**src/sv/kbv_pkg.sv**
```systemverilog
// ---------------------------------------------------------------------------
// kbv_pkg
// Shared widths, constants and the job type of the knapsack best-value block.
// ---------------------------------------------------------------------------
`default_nettype none

package kbv_pkg;

	// field widths of the channels and the configuration register
	localparam int CAP_W    = 10;
	localparam int WEIGHT_W = 10;
	localparam int VALUE_W  = 16;
	localparam int RESULT_W = 32;

	// table size
	localparam int MAX_CAPACITY = 1023;
	localparam int VALUE_BITS   = 16;
	localparam int DEPTH        = MAX_CAPACITY + 1;
	localparam int ADDR_W       = $clog2(DEPTH);

	// width that holds both a weight and a table index for comparison
	localparam int CMP_W = (WEIGHT_W > ADDR_W) ? WEIGHT_W : ADDR_W;
	localparam int CAPCMP_W = (CAP_W > ADDR_W) ? CAP_W : ADDR_W;

	// only the low VALUE_BITS bits of an item value count
	localparam logic [VALUE_W-1:0] VALUE_MASK = (VALUE_BITS >= VALUE_W) ? {VALUE_W{1'b1}}
		: VALUE_W'((64'd1 << VALUE_BITS) - 64'd1);

	// depth of the queue between front and back
	localparam int QUEUE_DEPTH = 2;
	localparam int QPTR_W      = (QUEUE_DEPTH > 1) ? $clog2(QUEUE_DEPTH) : 1;
	localparam int QCNT_W      = $clog2(QUEUE_DEPTH + 1);

	// one classified item as handed from front to back
	typedef struct packed {
		logic [ADDR_W-1:0]  weight;
		logic [VALUE_W-1:0] value;
		logic [ADDR_W-1:0]  cap;
		logic               last;
		logic               skip;
	} kbv_job_t;

endpackage

`default_nettype wire

```
**src/sv/kbv_if.sv**
```systemverilog
// ---------------------------------------------------------------------------
// kbv_if
// Valid/ready channel interfaces for items in and results out.
// ---------------------------------------------------------------------------
`default_nettype none

interface kbv_item_if;
	import kbv_pkg::*;

	logic                valid;
	logic                ready;
	logic [WEIGHT_W-1:0] item_weight;
	logic [VALUE_W-1:0]  item_value;
	logic                last_item;

	modport source (output valid, output item_weight, output item_value,
		output last_item, input ready);
	modport sink (input valid, input item_weight, input item_value,
		input last_item, output ready);
endinterface


`default_nettype wire

```
**src/sv/kbv_front.sv**
```systemverilog
// ---------------------------------------------------------------------------
// kbv_front
// Takes items and the capacity register, classifies each item and queues it.
// ---------------------------------------------------------------------------
`default_nettype none

module kbv_front (
	input  wire logic               clk,
	input  wire logic               arst_n,
	kbv_item_if.sink                items,
	input  wire logic               capacity_we,
	input  wire logic [kbv_pkg::CAP_W-1:0] capacity_wdata,
	output logic                    push,
	output kbv_pkg::kbv_job_t       push_job,
	input  wire logic               full
);
	import kbv_pkg::*;

	logic [CAP_W-1:0]  capacity_q;
	logic [ADDR_W-1:0] active_cap;
	logic              too_heavy;

	// capacity register
	always_ff @(posedge clk or negedge arst_n) begin
		if (!arst_n) begin
			capacity_q <= '0;
		end else if (capacity_we) begin
			capacity_q <= capacity_wdata;
		end
	end

	// clamp capacity to the table and classify the item
	always_comb begin
		if (CAPCMP_W'(capacity_q) > CAPCMP_W'(MAX_CAPACITY)) begin
			active_cap = ADDR_W'(MAX_CAPACITY);
		end else begin
			active_cap = ADDR_W'(capacity_q);
		end
		too_heavy = CMP_W'(items.item_weight) > CMP_W'(active_cap);

		push_job.weight = ADDR_W'(items.item_weight);
		push_job.value  = items.item_value & VALUE_MASK;
		push_job.cap    = active_cap;
		push_job.last   = items.last_item;
		push_job.skip   = too_heavy || (active_cap == '0);

		items.ready = !full;
		push        = items.valid && !full;
	end

endmodule

`default_nettype wire

```
**src/flat_wrapper.sv**
```systemverilog
// flat-port wrapper written by rule: the top's interface ports become plain ports
module kbv_front_flat import kbv_pkg::*;
  (clk, arst_n, capacity_we, capacity_wdata, push, push_job, full, items_valid, items_item_weight, items_item_value, items_last_item, items_ready);
  kbv_item_if items_i ();
  input  wire logic clk;
  input  wire logic arst_n;
  input  wire logic capacity_we;
  input  wire logic [kbv_pkg::CAP_W-1:0] capacity_wdata;
  output logic push;
  output kbv_pkg::kbv_job_t push_job;
  input  wire logic full;
  input wire logic [$bits(items_i.valid)-1:0] items_valid;
  input wire logic [$bits(items_i.item_weight)-1:0] items_item_weight;
  input wire logic [$bits(items_i.item_value)-1:0] items_item_value;
  input wire logic [$bits(items_i.last_item)-1:0] items_last_item;
  output wire logic [$bits(items_i.ready)-1:0] items_ready;
  assign items_i.valid = items_valid;
  assign items_i.item_weight = items_item_weight;
  assign items_i.item_value = items_item_value;
  assign items_i.last_item = items_last_item;
  assign items_ready = items_i.ready;
  kbv_front u_core (.clk(clk), .arst_n(arst_n), .items(items_i), .capacity_we(capacity_we), .capacity_wdata(capacity_wdata), .push(push), .push_job(push_job), .full(full));
endmodule
```
**config.mk**
```make
export PLATFORM = sky130hd
export DESIGN_NAME = kbv_front_flat
export DESIGN_NICKNAME = d
export VERILOG_FILES = /design/src/sv/kbv_pkg.sv /design/src/sv/kbv_if.sv /design/src/sv/kbv_front.sv /design/src/flat_wrapper.sv
export SDC_FILE = /design/constraint.sdc
export NUM_CORES = 1
export LEC_CHECK = 0
export BUFFER_PORTS_ARGS = -buffer_cell sky130_fd_sc_hd__buf_2
export CAP_MARGIN = 10
export CORE_MARGIN = 2
export CORE_UTILIZATION = 40
export DETAILED_ROUTE_END_ITERATION = 12
export MAX_ROUTING_LAYER = met4
export PLACE_DENSITY_LB_ADDON = 0.12
export SYNTH_ARGS = -nofsm -noshare
export SYNTH_HDL_FRONTEND = slang
export SYNTH_SLANG_ARGS = --single-unit
```
**constraint.sdc**
```tcl
create_clock -name clk -period 4.05 [get_ports clk]
set_input_delay 0.81 -clock clk [delete_from_list [all_inputs] [get_ports clk]]
set_output_delay 0.81 -clock clk [all_outputs]
set_load 0.005 [all_outputs]
```
==> impl_metrics.prom <==
# TYPE chip_impl_metric gauge
chip_impl_metric{name="post_synth_inst_count",unit=""} 111
chip_impl_metric{name="htree_num_levels",unit=""} 1
chip_impl_metric{name="power.leakage",unit="nW"} 0.531
chip_impl_metric{name="placed_area",unit="sq um"} 920
chip_impl_metric{name="maximum_number_of_pins_on_one_net_before_global_route_repair",unit=""} 20
chip_impl_info{name="tritoncts",value="done"} 1
chip_impl_metric{name="worst_slew_pin_slew",unit="ns"} 0.274
chip_impl_metric{name="synth_cell_types",unit=""} 18
chip_impl_metric{name="dp_hpwl",unit="um"} 1470
chip_impl_metric{name="fin_setup_tns",unit="ns"} 0
chip_impl_info{name="biggest_registers_after_layout",value="u_core.capacity_q (10)"} 1
chip_impl_info{name="min-delay-path-class",value="in -> async"} 1
chip_impl_metric{name="power_density",unit="nW/um^2"} 302
chip_impl_metric{name="dr.pass1.iters",unit=""} 4
chip_impl_info{name="endpoint_kind",value="primary output"} 1
chip_impl_info{name="crit_path_start",value="items_item_weight[9]"} 1
chip_impl_metric{name="groute.usage.overall",unit="%"} 15.0
chip_impl_info{name="rsz0062_at_grt",value="false"} 1
chip_impl_metric{name="finalHoldViolations",unit=""} 0
chip_impl_info{name="run_status",value="completed"} 1
chip_impl_info{name="crit_chain",value="buf_2 > ha_1 > nand4_1 > or3_1 > a21oi_1 > a21oi_1 > buf_2"} 1
chip_impl_metric{name="setup_viol",unit=""} 0
chip_impl_metric{name="cap_viol_max_count",unit=""} 0
chip_impl_info{name="layout.cells.most_common_list",value="buf_2, inv_1, nand2_1"} 1
chip_impl_metric{name="port_buffers",unit=""} 47
chip_impl_metric{name="worstSkewPairLatency",unit="ns"} 0.26
chip_impl_metric{name="synthesis.area",unit="sq um"} 897
chip_impl_metric{name="synthesis.nets",unit=""} 163
chip_impl_metric{name="timing.critical_path.arrival",unit="ns"} 2.02
chip_impl_metric{name="final_nets",unit=""} 176
chip_impl_metric{name="detailroute.via_count",unit=""} 689
chip_impl_metric{name="wl_met3",unit="um"} 164
chip_impl_metric{name="die-height",unit="um"} 51.4
chip_impl_metric{name="drtAntennaViolNets",unit=""} 0
chip_impl_metric{name="worst-path-max-fanout",unit=""} 3
chip_impl_info{name="top_signal_layer_used",value="met4"} 1
chip_impl_metric{name="power.ir.vdd_worst",unit="mV"} 0.175
chip_impl_info{name="cp-start-kind",value="input pin"} 1
chip_impl_metric{name="io_pins",unit=""} 82
chip_impl_metric{name="row_count",unit=""} 17
chip_impl_metric{name="cts-hold-fix-buffers",unit=""} 0
chip_impl_metric{name="total_length_of_routed_met2_wires",unit="um"} 811
chip_impl_metric{name="final.setup_skew",unit="ns"} 0
chip_impl_metric{name="slew_viol_final",unit=""} 0
chip_impl_metric{name="synth_seq_area_share",unit="%"} 27.9
chip_impl_metric{name="drt_drc_violations_left",unit=""} 0
chip_impl_metric{name="area.growth.synth_to_final",unit="%"} 6.56
chip_impl_metric{name="effective_utilization_at_floorplan",unit="%"} 41.3
chip_impl_metric{name="ys.warnings.count",unit=""} 0
chip_impl_metric{name="cts.sink_count",unit=""} 10
chip_impl_metric{name="synthesis.area_per_instance",unit="sq um"} 8.08
chip_impl_metric{name="drt-vias-per-instance",unit=""} 4.56
chip_impl_info{name="worst_path_max_delay_cell",value="or3_1"} 1
chip_impl_metric{name="post_cts_resize_count",unit=""} 0
chip_impl_info{name="end_point_of_the_critical_path",value="push_job[0]"} 1
chip_impl_metric{name="design_area",unit="sq um"} 956
chip_impl_info{name="regMostFlops",value="u_core.capacity_q"} 1
chip_impl_metric{name="total_wire_length_after_detailed_routing",unit="um"} 1680
chip_impl_metric{name="finalCritPeriodShare",unit="%"} 69.8
chip_impl_metric{name="power.total",unit="uW"} 288
chip_impl_metric{name="global_route.overflow_total",unit=""} 0
chip_impl_metric{name="die_area",unit="sq um"} 2640
chip_impl_metric{name="placeableCoreArea",unit="sq um"} 2170
chip_impl_info{name="clockRootBuffer",value="clkbuf_4"} 1
chip_impl_info{name="regToRegStartpoint",value="u_core.capacity_q[0]$_DFFE_PN0P_"} 1
chip_impl_metric{name="cts_buffer_depth",unit=""} 2
chip_impl_metric{name="fmax",unit="MHz"} 354
chip_impl_metric{name="critical-path-max-stage-delay",unit="ns"} 0.37
chip_impl_metric{name="die_x",unit="um"} 51.4
chip_impl_metric{name="first_global_vias",unit=""} 647
chip_impl_metric{name="r2r_setup_slack",unit="ns"} 3.26
chip_impl_metric{name="flop_and_latch_count_out_of_synthesis",unit=""} 10
chip_impl_metric{name="met1Wirelength",unit="um"} 688
chip_impl_metric{name="wire_per_inst",unit="um"} 11.2
chip_impl_metric{name="grt_antenna_before_repair",unit=""} 0
chip_impl_info{name="path_class",value="in -> out"} 1
chip_impl_info{name="regToRegEndpoint",value="u_core.capacity_q[0]$_DFFE_PN0P_"} 1
chip_impl_metric{name="final_core_util",unit="%"} 44.1
chip_impl_metric{name="r2r_worst_path_depth",unit=""} 1
chip_impl_metric{name="max-slew-margin-rel",unit="%"} 81.8
chip_impl_metric{name="insertedDiodeCount",unit=""} 0
chip_impl_metric{name="first_pass_grt_wire_length",unit="um"} 2860
chip_impl_metric{name="crit_required",unit="ns"} 3.24
chip_impl_metric{name="synth_top_area_share",unit="%"} 27.9
chip_impl_metric{name="routabilityCongestion",unit=""} 0.680
chip_impl_metric{name="largest_register_ffs",unit=""} 10
chip_impl_metric{name="period_minus_slack",unit="ns"} 2.83
chip_impl_info{name="layout_commonest_cell",value="buf_2"} 1
chip_impl_info{name="netlist.top_cell.by_area",value="dfrtp_1"} 1
chip_impl_metric{name="fraction_of_layout_instances_using_a_drive_strength_above_1",unit="%"} 44.7
chip_impl_metric{name="cts-buffers-inserted",unit=""} 3
chip_impl_metric{name="detailedRoute.firstIterationViolations",unit=""} 4
chip_impl_metric{name="clk_pin_slew_worst_paths",unit="ns"} 0.07
chip_impl_metric{name="cts.repair_timing.setup_buffer_count",unit=""} 0
chip_impl_info{name="post_synth_main_area_contributors",value="dfrtp_1, buf_4, ha_1"} 1
[cells by family (layout without fill, tap and decap cells)]
group                    Yosys count  after routing  synth area share [%]
buffers and inverters             51             63                  32.6
multiplexers                       1              1                  1.26
AND/OR/NAND/NOR                   20             20                  12.7
AO/OA/AOI/OAI                     19             19                  11.6
flip-flops                        10             10                  27.9
adder cells (fa/ha/maj)           10             10                  13.9
[critical path: cells and delay by family]
family          cells  cell delay (ns)
fa+ha+maj           1             0.31
compound gates      2             0.18
buf+inv             2             0.22
simple gates        2             0.49
[Yosys cell counts]
cell type and n:
nor2_1 1, o221a_2 1, or3_1 1, or4_4 1, o211ai_1 1, inv_1 12
nand2_1 12, a21oi_1 7, or4_1 1, mux2_2 1, dfrtp_1 10, nand4_1 2
clkbuf_1 12, nor4_4 1, buf_4 27, o21ai_0 10, ha_1 10, nor2b_1 1
[worst min-delay path by stage]
| stage | cells after the start | endpoint |
|---|---|---|
| 3_3_place_gp | 2 | u_core.capacity_q[4]$_DFFE_PN0P_ |
| 6_report | 1 | u_core.capacity_q[2]$_DFFE_PN0P_ |
| 4_1_cts | 1 | u_core.capacity_q[3]$_DFFE_PN0P_ |
| 5_1_grt | 1 | u_core.capacity_q[8]$_DFFE_PN0P_ |
| 2_1_floorplan | 1 | u_core.capacity_q[0]$_DFFE_PN0P_ |
| 3_5_place_dp | 2 | u_core.capacity_q[2]$_DFFE_PN0P_ |
[layout make-up]
cell class,instances,area [sq um]
Clock buffer,4,36.3
Fill cell,259,1210
Inverter,12,45.0
Multi-Input combinational cell,50,354
Sequential cell,10,250
Tap cell,28,35.0
Timing Repair Buffer,47,235
[report_power, final]
| group | total, mW | switching, mW | internal (mW) |
|---|---|---|---|
| clock network | 0.0895 | 0.0350 | 0.0545 |
| logic | 0.0820 | 0.0411 | 0.0409 |
| registers | 0.117 | 0.00777 | 0.109 |
[metal layers]
layer  global-route usage (%)  vias up
met5                        -        -
li1                         -      350
met1                     18.3      304
met4                     9.65        0
met3                     2.34        4
met2                     22.9       31
[through the flow]
stage | hold slack (ns) | setup WS [ns] | instances
CTS | 0.397 | 1.23 | 151
detailed placement | 0.578 | 1.23 | 147
global route | 0.391 | 1.09 | 151
finish | 0.395 | 1.22 | 151
global placement | 0.569 | 1.25 | 147
floorplan | 0.502 | 1.50 | 111
No activity file was read; power rests on OpenSTA's default activity.
