$ cat config.mk
export PLATFORM = sky130hd
export DESIGN_NAME = kbv_queue
export DESIGN_NICKNAME = d
export VERILOG_FILES = /design/src/sv/kbv_pkg.sv /design/src/sv/kbv_queue.sv
export SDC_FILE = /design/constraint.sdc
export NUM_CORES = 1
export LEC_CHECK = 0
export BUFFER_PORTS_ARGS = -buffer_cell sky130_fd_sc_hd__buf_2
export CORE_MARGIN = 10
export CORE_UTILIZATION = 55
export CTS_BUF_LIST = sky130_fd_sc_hd__clkbuf_2
export DETAILED_ROUTE_END_ITERATION = 10
export HOLD_SLACK_MARGIN = 0.12
export MAX_ROUTING_LAYER = met4
export PLACE_DENSITY = 0.83
export SETUP_SLACK_MARGIN = 0.5
export SLEW_MARGIN = 20
export SYNTH_ARGS = -nofsm -noshare
export SYNTH_HDL_FRONTEND = slang
export SYNTH_SLANG_ARGS = --single-unit
$ cat constraint.sdc
create_clock -name clk -period 6.25 [get_ports clk]
set_input_delay 0.625 -clock clk [delete_from_list [all_inputs] [get_ports clk]]
set_output_delay 0.625 -clock clk [all_outputs]
set_load 0.01 [all_outputs]
$ cat src/sv/kbv_pkg.sv
// ---------------------------------------------------------------------------
// kbv_pkg
// Shared widths, constants and the job type of the knapsack best-value block.
// ---------------------------------------------------------------------------
`default_nettype none

package kbv_pkg;

	// field widths of the channels and the configuration register
	localparam int CAP_W    = 10;
	localparam int WEIGHT_W = 10;
	localparam int VALUE_W  = 16;
	localparam int RESULT_W = 32;

	// table size
	localparam int MAX_CAPACITY = 1023;
	localparam int VALUE_BITS   = 16;
	localparam int DEPTH        = MAX_CAPACITY + 1;
	localparam int ADDR_W       = $clog2(DEPTH);

	// width that holds both a weight and a table index for comparison
	localparam int CMP_W = (WEIGHT_W > ADDR_W) ? WEIGHT_W : ADDR_W;
	localparam int CAPCMP_W = (CAP_W > ADDR_W) ? CAP_W : ADDR_W;

	// only the low VALUE_BITS bits of an item value count
	localparam logic [VALUE_W-1:0] VALUE_MASK = (VALUE_BITS >= VALUE_W) ? {VALUE_W{1'b1}}
		: VALUE_W'((64'd1 << VALUE_BITS) - 64'd1);

	// depth of the queue between front and back
	localparam int QUEUE_DEPTH = 2;
	localparam int QPTR_W      = (QUEUE_DEPTH > 1) ? $clog2(QUEUE_DEPTH) : 1;
	localparam int QCNT_W      = $clog2(QUEUE_DEPTH + 1);

	// one classified item as handed from front to back
	typedef struct packed {
		logic [ADDR_W-1:0]  weight;
		logic [VALUE_W-1:0] value;
		logic [ADDR_W-1:0]  cap;
		logic               last;
		logic               skip;
	} kbv_job_t;

endpackage

`default_nettype wire

$ cat src/sv/kbv_queue.sv
// ---------------------------------------------------------------------------
// kbv_queue
// Short first-in first-out queue of classified jobs between front and back.
// ---------------------------------------------------------------------------
`default_nettype none

module kbv_queue (
	input  wire logic             clk,
	input  wire logic             arst_n,
	input  wire logic             push,
	input  wire kbv_pkg::kbv_job_t push_job,
	output logic                  full,
	input  wire logic             pop,
	output kbv_pkg::kbv_job_t     head,
	output logic                  empty
);
	import kbv_pkg::*;

	kbv_job_t          entries_q [QUEUE_DEPTH];
	logic [QPTR_W-1:0] wr_ptr_q;
	logic [QPTR_W-1:0] rd_ptr_q;
	logic [QCNT_W-1:0] count_q;
	logic              do_push;
	logic              do_pop;

	// status
	always_comb begin
		full    = (count_q == QCNT_W'(QUEUE_DEPTH));
		empty   = (count_q == '0);
		do_push = push && !full;
		do_pop  = pop && !empty;
		head    = entries_q[rd_ptr_q];
	end

	// storage
	always_ff @(posedge clk) begin
		if (do_push) begin
			entries_q[wr_ptr_q] <= push_job;
		end
	end

	// pointers and fill count
	always_ff @(posedge clk or negedge arst_n) begin
		if (!arst_n) begin
			wr_ptr_q <= '0;
			rd_ptr_q <= '0;
			count_q  <= '0;
		end else begin
			if (do_push) begin
				wr_ptr_q <= (wr_ptr_q == QPTR_W'(QUEUE_DEPTH - 1)) ? '0 : wr_ptr_q + 1'b1;
			end
			if (do_pop) begin
				rd_ptr_q <= (rd_ptr_q == QPTR_W'(QUEUE_DEPTH - 1)) ? '0 : rd_ptr_q + 1'b1;
			end
			if (do_push && !do_pop) begin
				count_q <= count_q + 1'b1;
			end else if (do_pop && !do_push) begin
				count_q <= count_q - 1'b1;
			end
		end
	end

	// never more than the depth in flight
	a_count_bound: assert property (@(posedge clk) disable iff (!arst_n)
		count_q <= QCNT_W'(QUEUE_DEPTH))
		else $error("queue count above depth");

	a_push_moves_wr: assert property (@(posedge clk) disable iff (!arst_n)
		do_push |=> wr_ptr_q != $past(wr_ptr_q) || QUEUE_DEPTH == 1)
		else $error("push did not advance write pointer");

	a_pop_when_empty: assert property (@(posedge clk) disable iff (!arst_n)
		(empty && !push) |=> empty)
		else $error("queue filled without a push");

endmodule

`default_nettype wire

==> results of run 1 <==
synth_stat cells (2+ instances only):
cell type and instances:
mux2_2 28, dfrtp_1 4, buf_4 2, xor2_1 2
edfxtp_1 76, xnor2_1 3, nor2_1 3, mux2_4 10
inv_1 2
area by class of cell:
cell class	count	area (µm²)	share of cell area
clock buffer	11	55.1	0.0154
clock inverter	5	47.5	0.0133
inverter	2	7.51	0.00210
multi-input combinational	51	563	0.157
sequential	80	2380	0.666
tap	70	87.6	0.0245
timing repair buffer	83	435	0.122
worst max-delay path: stages (launching register included):
cell,delay [ns]
dfrtp_2,1.05
mux2_2,0.42
buf_2,0.14
layer usage:
| metal | global-route usage | wire (µm) |
|---|---|---|
| met5 | - | 0 |
| met1 | 0.155 | 2320 |
| met2 | 0.181 | 2370 |
| met4 | 0.0684 | 61 |
| met3 | 0.0400 | 369 |
power by group through the flow:
| stage | clock network, mW | logic, mW | registers, mW |
|---|---|---|---|
| after global routing | 0.274 | 0.527 | 0.844 |
| after detailed placement | 0 | 0.479 | 0.841 |
| after global placement | 0 | 0.476 | 0.834 |
| after floorplan | 0 | 0.372 | 0.777 |
| final | 0.245 | 0.479 | 0.825 |
| after CTS | 0.254 | 0.482 | 0.828 |
how the worst max path moves through the flow:
stage and end:
2_1_floorplan entries_q[0][0]$_DFFE_PP_, 3_3_place_gp head[13], 3_5_place_dp head[31], 4_1_cts head[13], 5_1_grt head[25], 6_report head[15]
metrics by stage:
step / worst slack, ns / hold WS [ns] / power (mW)
floorplan: 3.50 / 0.329 / 1.15
global placement: 4.04 / 0.437 / 1.31
detailed placement: 4.05 / 0.436 / 1.32
CTS: 3.47 / 0.267 / 1.56
global route: 3.36 / 0.263 / 1.64
finish: 3.52 / 0.323 / 1.55
kinds of logic (layout without fill, tap and decap cells):
logic type / count (synthesis) / count (layout)
buffers and inverters: 6 / 101
muxes: 38 / 38
xor gates and xnor gates: 5 / 5
DFF: 80 / 80
adders and majority gates: 1 / 1
and+or+nand+nor: 6 / 6
AOI/OAI and AO/OA: 1 / 1
registers in the layout, indices dropped and copies added (netlist names):
register / cells
count_q: 2
entries_q: 76
rd_ptr_q: 1
wr_ptr_q: 1
repair_timing:
item / CTS / global route
setup endpoints to repair: 0 / 0
hold buffers: 1 / 0
buffers inserted: 0 / 0
hold endpoints to repair: 4 / 0
==> impl_metrics.ini, run 1 <==
[drt]
via_per_inst = 4.95
drc = 0
drt_pass1_iterations = 4
drt_iter0_drc = 79
ant_nets = 0
drt-total-wl_um = 5120
vias = 1495
wl_per_cell_um = 17.0

[finish]
n_antenna_cell = 0
finalInstanceArea_mm2 = 0.00358
area_growth_pct = 19.9
drive_above_1_share = 0.591
final_cell_mix = buf_2, edfxtp_1, mux2_2
layout_commonest_cell = buf_2
num-fill-cells = 347
nNetsFinal = 270
fin_util = 0.692
final_cell_count_no_fill = 302

[pwr]
power.share.clock = 0.158
switchingPower_uw = 468
ir_worst_vdd_mv = 0.333
p_seq_frac = 0.533
p_leak_nw = 1.40
p_int_mw = 1.08
power.density_mw_per_mm2 = 433
combPwrFrac = 0.309
swShare = 0.302

[cts]
cts_buffer_depth = 2
cts-root-buf = clkbuf_2
cts_resized = 0
clk_latency_ns = 0.47
numCtsBuffers = 9
cts_tree = yes
clkSinkCount = 80
clkTransAtPathRegs_ns = 0.19
htreeDepth = 3

[die]
core-area_mm2 = 0.00517
boundaryPins = 82
die_w_um = 93.7
fp.dieH_um = 93.7
num_rows = 26
dieArea_mm2 = 0.00878
start_util = 0.577

[worst_hold_path]
min_to = entries_q[0][22]$_DFFE_PP_
holdCritStartpoint = push_job[22]
holdPathStages = 1
hold_class = in2reg

[synth]
synthMuxAreaShare = 0.156
synth.cell_area_mm2 = 0.00299
synth_edf_count = 76
synth-simple-area-share = 0.00922
yosysWarnings = 0
synth-seq-cells = 80
synth-xor-area-share = 0.0147
synth_cell_types = 16
ys.flop_type = edfxtp_1
synthCells = 137
synth-seq-area-share = 0.798
syn-num-nets = 180
synth_top_area_cell = edfxtp_1
synth_top_cell_area_share = 0.764
synth-compound-area-share = 0.00168
synth.area.top_cells = edfxtp_1, mux2_2, mux2_4
synthAdderAreaFrac = 0.00419
postSynthAreaPerCell_um2 = 21.8
async_reset_ff_frac = 0.0500
synth_top_family_by_area = multiplexers

[critical_path]
regToRegSetupSlack_ns = 4.47
cp-end-kind = output port
crit_arrival_ns = 2.11
rr_worst_depth = 2
crit_fanout = 39
reg2reg_to = entries_q[1][18]$_DFFE_PP_
crit_required_ns = 5.62
worstSetupStartpoint = rd_ptr_q$_DFFE_PN0P_
crit_type = reg2out
startpoint_type = register
reg2reg_from = count_q[0]$_DFFE_PN0P_

[sta]
worst_pin_slew_ns = 0.987
slew_headroom = 0.342
finClkSkew_ns = 0.00969
period_needed_ns = 2.73
setup_tns_ns = 0
fmax_mhz = 366
timing.final.crit_share = 0.437
hold_violations = 0
drv_slew = 0
grt_setup_unrepaired = no
setup_viol = 0

[placed_design]
placed_area_mm2 = 0.00345
globalplace.congestion = 0.661
placed_cells = 284
portBuffers = 81
dp.final_hpwl_um = 3540

[global_routing]
grt_pass1_wl_um = 8150
antenna_found_initial = 0
grt_max_degree = 40
grt-ovfl-total = 0
grt_usage = 0.126
grt_pass1_vias = 1708

[flow_run]
max_cap_viol_count = 0

[status]
status = finished, final reports clean
No activity file was read; power rests on OpenSTA's default activity.
==> run 2: changes to the inputs <==
--- a/config.mk
+++ b/config.mk
@@ -7,12 +7,12 @@
 export LEC_CHECK = 0
 export BUFFER_PORTS_ARGS = -buffer_cell sky130_fd_sc_hd__buf_2
 export CORE_MARGIN = 10
-export CORE_UTILIZATION = 55
+export CORE_UTILIZATION = 48
 export CTS_BUF_LIST = sky130_fd_sc_hd__clkbuf_2
 export DETAILED_ROUTE_END_ITERATION = 10
 export HOLD_SLACK_MARGIN = 0.12
 export MAX_ROUTING_LAYER = met4
-export PLACE_DENSITY = 0.83
+export PLACE_DENSITY = 0.77
 export SETUP_SLACK_MARGIN = 0.5
 export SLEW_MARGIN = 20
 export SYNTH_ARGS = -nofsm -noshare
==> constraint.sdc (replaced) <==
create_clock -name clk -period 2.4 [get_ports clk]
set_input_delay 0.24 -clock clk [delete_from_list [all_inputs] [get_ports clk]]
set_output_delay 0.24 -clock clk [all_outputs]
set_load 0.01 [all_outputs]
==> run 2 against run 1 <==
Compared with the run above: critical endpoint is now head[4]; sequential power grew 150%; worst setup slack worse by 3.1 ns; critical path depth up 1; clock skew increased by 0.0096 ns; worst hold slack improved by 0.12 ns; flip-flop and latch count stayed put; routed wire length grew 29%; largest power group unchanged; highest routed layer unchanged; cell count up 18%; combinational power increased to 3.9 times the previous value; clock-buffer cell count shrank 2; register-to-register slack got worse by 3.7 ns.
==> impl_metrics.ini, run 2 (synthesized netlist as in run 1, its figures left out) <==
[status]
status = finished, final reports clean

[worst_hold_path]
holdPathStages = 2
holdCritStartpoint = push_job[11]
min_to = entries_q[1][11]$_DFFE_PP_
hold_class = in2reg

[critical_path]
crit_fanout = 7
crit_required_ns = 2.16
slowest_stage = dfrtp_4
reg2reg_from = count_q[0]$_DFFE_PN0P_
crit_type = reg2out
reg2reg_to = entries_q[1][37]$_DFFE_PP_
crit_buf_inv = 2
startpoint_type = register
crit_arrival_ns = 1.72
regToRegSetupSlack_ns = 0.74
crit_chain = clkbuf_16, mux2_4, buf_6
rr_worst_depth = 3
critPathTopFamily = flip-flops
slowest_delay_ns = 0.60
cp-end-kind = output port

[sta]
fmax_mhz = 509
grt_setup_unrepaired = yes
finClkSkew_ns = 0.0193
worst_pin_slew_ns = 0.459
slew_headroom = 0.694
period_needed_ns = 1.96
setup_tns_ns = 0
hold_violations = 0
drv_slew = 0
setup_viol = 0
fin_ws_ns = 0.437
timing.final.crit_share = 0.818

[placed_design]
dp.final_hpwl_um = 3900
portBuffers = 81
globalplace.congestion = 0.708
dp_slack_ns = 0.758
placed_cells = 293

[pwr]
ir_worst_vdd_mv = 0.818
p_int_mw = 3.20
p_leak_nw = 1.71
switchingPower_mw = 1.41
p_seq_frac = 0.445
combPwrFrac = 0.411
power.density_mw_per_mm2 = 1080
swShare = 0.305
power.share.clock = 0.145

[die]
die_w_um = 98.9
boundaryPins = 82
core-area_mm2 = 0.00599
dieArea_mm2 = 0.00977
start_util = 0.498
num_rows = 28
fp.dieH_um = 98.9

[cts]
numCtsBuffers = 9
htreeDepth = 3
cts_tree = yes
clkSinkCount = 80
clkTransAtPathRegs_ns = 0.22
cts-root-buf = clkbuf_2
cts_buffer_depth = 2
clk_latency_ns = 0.51

[drt]
drt_pass1_iterations = 4
via_per_inst = 4.88
wl_per_cell_um = 18.5
ant_nets = 0
drt-total-wl_um = 6600
drt_iter0_drc = 102
drc = 0
vias = 1739

[finish]
final_cell_mix = edfxtp_1, buf_2, dlygate4sd3_1
reg_top3 = entries_q x76, count_q x2
num-fill-cells = 365
nNetsFinal = 320
fin_util = 0.713
area_growth_pct = 43.1
final_cell_count_no_fill = 356
drive_above_1_share = 0.520
layout_commonest_cell = edfxtp_1
largest_register = entries_q
largest_register_ff_count = 76
n_antenna_cell = 0

[global_routing]
grt_pass1_wl_um = 9500
grt-ovfl-total = 0
grt_max_degree = 22
grt_usage = 0.127
grt_pass1_vias = 1913
antenna_found_initial = 0

[flow_run]
max_cap_viol_count = 0
-- run 2: area by class of cell --
cell class / count / area [µm²] / area share
clock buffer: 9 / 45.0 / 0.0105
inverter: 2 / 7.51 / 0.00176
sequential: 80 / 2390 / 0.559
clock inverter: 6 / 61.3 / 0.0144
tap: 75 / 93.8 / 0.0220
multi-input combinational: 51 / 601 / 0.141
timing repair buffer: 133 / 1080 / 0.252
-- run 2: repair_timing --
action	in CTS	in global routing
endpoints found under the setup margin	38	38
buffers inserted	4	0
resized for setup	3	34
hold buffers	42	0
pin swaps	0	0
hold endpoints to repair	82	0
cloned	0	2
-- run 2: through the flow --
step | area [µm²] | hold WS [ns] | power (mW)
floorplan | 2990 | -0.0556 | 2.99
global placement | 3510 | 0.0558 | 3.48
finish | 4270 | 0.438 | 4.61
detailed placement | 3510 | 0.0543 | 3.51
global route | 4270 | 0.387 | 4.86
CTS | 4080 | 0.404 | 4.29
-- run 2: worst max-delay path by stage --
stage	from	endpoint	slack [ns]	depth (start not counted)
after floorplan	count_q[0]$_DFFE_PN0P_	entries_q[0][0]$_DFFE_PP_	0.75	3
after global placement	rd_ptr_q$_DFFE_PN0P_	head[35]	0.75	3
after detailed placement	rd_ptr_q$_DFFE_PN0P_	head[35]	0.76	3
after CTS	rd_ptr_q$_DFFE_PN0P_	head[35]	0.42	3
after global routing	rd_ptr_q$_DFFE_PN0P_	head[8]	0.36	3
final	rd_ptr_q$_DFFE_PN0P_	head[4]	0.44	3
-- run 2: metal layers --
metal | share of wire | vias up | track usage
met4 | 0.013 | 0 | 0.0430
met2 | 0.51 | 80 | 0.202
met1 | 0.39 | 838 | 0.139
met5 | 0 | - | -
met3 | 0.090 | 10 | 0.0566
li1 | - | 811 | -
-- run 2: power by group through the flow --
stage               registers [mW]  clock network [mW]  logic [mW]
global route                  2.08               0.749        2.03
floorplan                     2.02                   0       0.976
detailed placement            2.11                   0        1.40
CTS                           2.03               0.677        1.59
global placement              2.09                   0        1.40
finish                        2.05               0.666        1.89
-- run 2: worst reg2reg max path, stage by stage (launching register included) --
cell      delay [ns]
dfrtp_1         0.47
nand2b_1        0.18
and3_2          0.50
buf_12          0.24
==> run 3: changes to the inputs <==
--- a/config.mk
+++ b/config.mk
@@ -7,12 +7,12 @@
 export LEC_CHECK = 0
 export BUFFER_PORTS_ARGS = -buffer_cell sky130_fd_sc_hd__buf_2
 export CORE_MARGIN = 10
-export CORE_UTILIZATION = 48
+export CORE_UTILIZATION = 54
 export CTS_BUF_LIST = sky130_fd_sc_hd__clkbuf_2
 export DETAILED_ROUTE_END_ITERATION = 10
 export HOLD_SLACK_MARGIN = 0.12
 export MAX_ROUTING_LAYER = met4
-export PLACE_DENSITY = 0.77
+export PLACE_DENSITY = 0.82
 export SETUP_SLACK_MARGIN = 0.5
 export SLEW_MARGIN = 20
 export SYNTH_ARGS = -nofsm -noshare
==> constraint.sdc (replaced) <==
create_clock -name clk -period 1.95 [get_ports clk]
set_input_delay 0.195 -clock clk [delete_from_list [all_inputs] [get_ports clk]]
set_output_delay 0.195 -clock clk [all_outputs]
set_load 0.01 [all_outputs]
==> run 3 against run 2 <==
Compared with the run above: clock-buffer cell count up 2; worst hold slack worse by 0.010 ns; utilization up 6.7 points; worst setup slack worse by 0.34 ns; die area down 8.9%; largest cell class unchanged.
==> impl_metrics.ini, run 3 (synthesized netlist as in run 1, its figures left out) <==
[pwr]
power.share.clock = 0.163
p_seq_frac = 0.439
p_int_mw = 4.00
swShare = 0.302
power.density_mw_per_mm2 = 1350
ir_worst_vdd_mv = 0.891
p_leak_nw = 1.67
total_power_mw = 5.73
combPwrFrac = 0.398
switchingPower_mw = 1.73

[critical_path]
crit_fanout = 8
cp-end-kind = output port
crit_arrival_ns = 1.66
crit_type = reg2out
startpoint_type = register
crit_required_ns = 1.75

[cts]
htreeDepth = 3
clkSinkCount = 80
clkTransAtPathRegs_ns = 0.19
cts-root-buf = clkbuf_2
cts_tree = yes
clk_latency_ns = 0.48
numCtsBuffers = 9
cts_buffer_depth = 2

[drt]
drc = 0
vias = 1766
wl_per_cell_um = 18.9
drt_iter0_drc = 72
ant_nets = 0
drt-total-wl_um = 6710
drt_pass1_iterations = 4
via_per_inst = 4.97

[flow_run]
max_cap_viol_count = 0

[placed_design]
globalplace.congestion = 0.689
placed_area_mm2 = 0.00351
dp.final_hpwl_um = 4010
portBuffers = 81
dp_slack_ns = 0.451

[global_routing]
grt-ovfl-total = 0
antenna_found_initial = 0
grt_pass1_wl_um = 10000
grt_max_degree = 24
grt_usage = 0.153
grt_pass1_vias = 1986

[finish]
final_cell_mix = edfxtp_1, buf_2, dlygate4sd3_1
largest_register_ff_count = 76
n_antenna_cell = 0
multi_input_area_um2 = 602
drive_above_1_share = 0.548
register_area_mm2 = 0.00239
nNetsFinal = 321
reg_top3 = entries_q x76, count_q x2
largest_register = entries_q
finalInstanceArea_mm2 = 0.00424
area_growth_pct = 42.1
layout_commonest_cell = edfxtp_1
num-fill-cells = 319

[sta]
hold_violations = 0
holdWs_ns = 0.428
drv_slew = 0
setup_viol = 0
period_needed_ns = 1.86
fin_ws_ns = 0.0923
grt_setup_unrepaired = yes
timing.final.crit_share = 0.953
fmax_mhz = 538
setup_tns_ns = 0
finClkSkew_ns = 0.0104
slew_headroom = 0.838
worst_pin_slew_ns = 0.243

[die]
die_w_um = 94.4
fp.dieH_um = 94.4
boundaryPins = 82
num_rows = 27
dieArea_mm2 = 0.00890
start_util = 0.549
core-area_mm2 = 0.00544

[status]
status = finished, final reports clean

[worst_hold_path]
hold_class = in2reg
run 3: cell count changes in the layout (fill, tap and decap cells not counted), sizes merged:
cell / previous run / this run
buf: 90 / 91
bufinv: 1 / 2
clkbuf: 10 / 12
clkinv: 2 / 3
clkinvlp: 3 / 0
run 3: critical path, stage by stage (launching register included):
cell and delay, ns:
dfrtp_2 0.45, buf_12 0.12, clkbuf_16 0.14, mux2_2 0.35, buf_6 0.13
run 3: layout make-up:
type / count / share of cell area
Clock buffer: 11 / 0.0130
Timing Repair Buffer: 134 / 0.242
Inverter: 2 / 0.00236
Tap cell: 72 / 0.0212
Clock inverter: 5 / 0.0168
Multi-Input combinational cell: 51 / 0.142
Sequential cell: 80 / 0.563
run 3: worst paths after layout:
kind | startpoint | end | slack, ns | depth (start not counted)
max in group asynchronous | arst_n | rd_ptr_q$_DFFE_PN0P_ | 1.12 | 3
worst max register to register | count_q[0]$_DFFE_PN0P_ | count_q[1]$_DFFE_PN0P_ | 0.47 | 7
worst min register to register | wr_ptr_q$_DFFE_PN0P_ | wr_ptr_q$_DFFE_PN0P_ | 0.58 | 1
worst max-delay path | rd_ptr_q$_DFFE_PN0P_ | head[31] | 0.09 | 4
min in group asynchronous | arst_n | wr_ptr_q$_DFFE_PN0P_ | 0.62 | 3
worst min-delay path | push_job[32] | entries_q[1][32]$_DFFE_PP_ | 0.43 | 2
run 3: per-stage QoR:
stage                util  std cells
floorplan               -        137
global placement    0.645        292
detailed placement  0.645        292
CTS                 0.753        352
global route        0.780        355
finish              0.780        355
run 3: power groups by stage:
stage / Combinational (mW) / Clock [mW] / Sequential (mW)
3_3_place_gp: 1.79 / 0 / 2.50
4_1_cts: 1.98 / 0.944 / 2.49
5_1_grt: 2.43 / 1.02 / 2.55
2_1_floorplan: 1.22 / 0 / 2.49
6_report: 2.28 / 0.932 / 2.52
3_5_place_dp: 1.81 / 0 / 2.53
run 3: what timing repair did:
action | 4_1_cts | 5_1_grt
hold buffers | 42 | 0
hold endpoints to repair | 82 | 0
buffers inserted | 2 | 2
gates resized for setup | 9 | 20
pin swaps | 2 | 4
endpoints found under the setup margin | 40 | 83
gates cloned | 0 | 1
run 3: layer usage:
metal  track usage  vias up  wire length (µm)
met5             -        -                 0
met4        0.0633        0                94
met3        0.0539       12               653
met2         0.251       76              3540
met1         0.164      858              2420
li1              -      820                 -
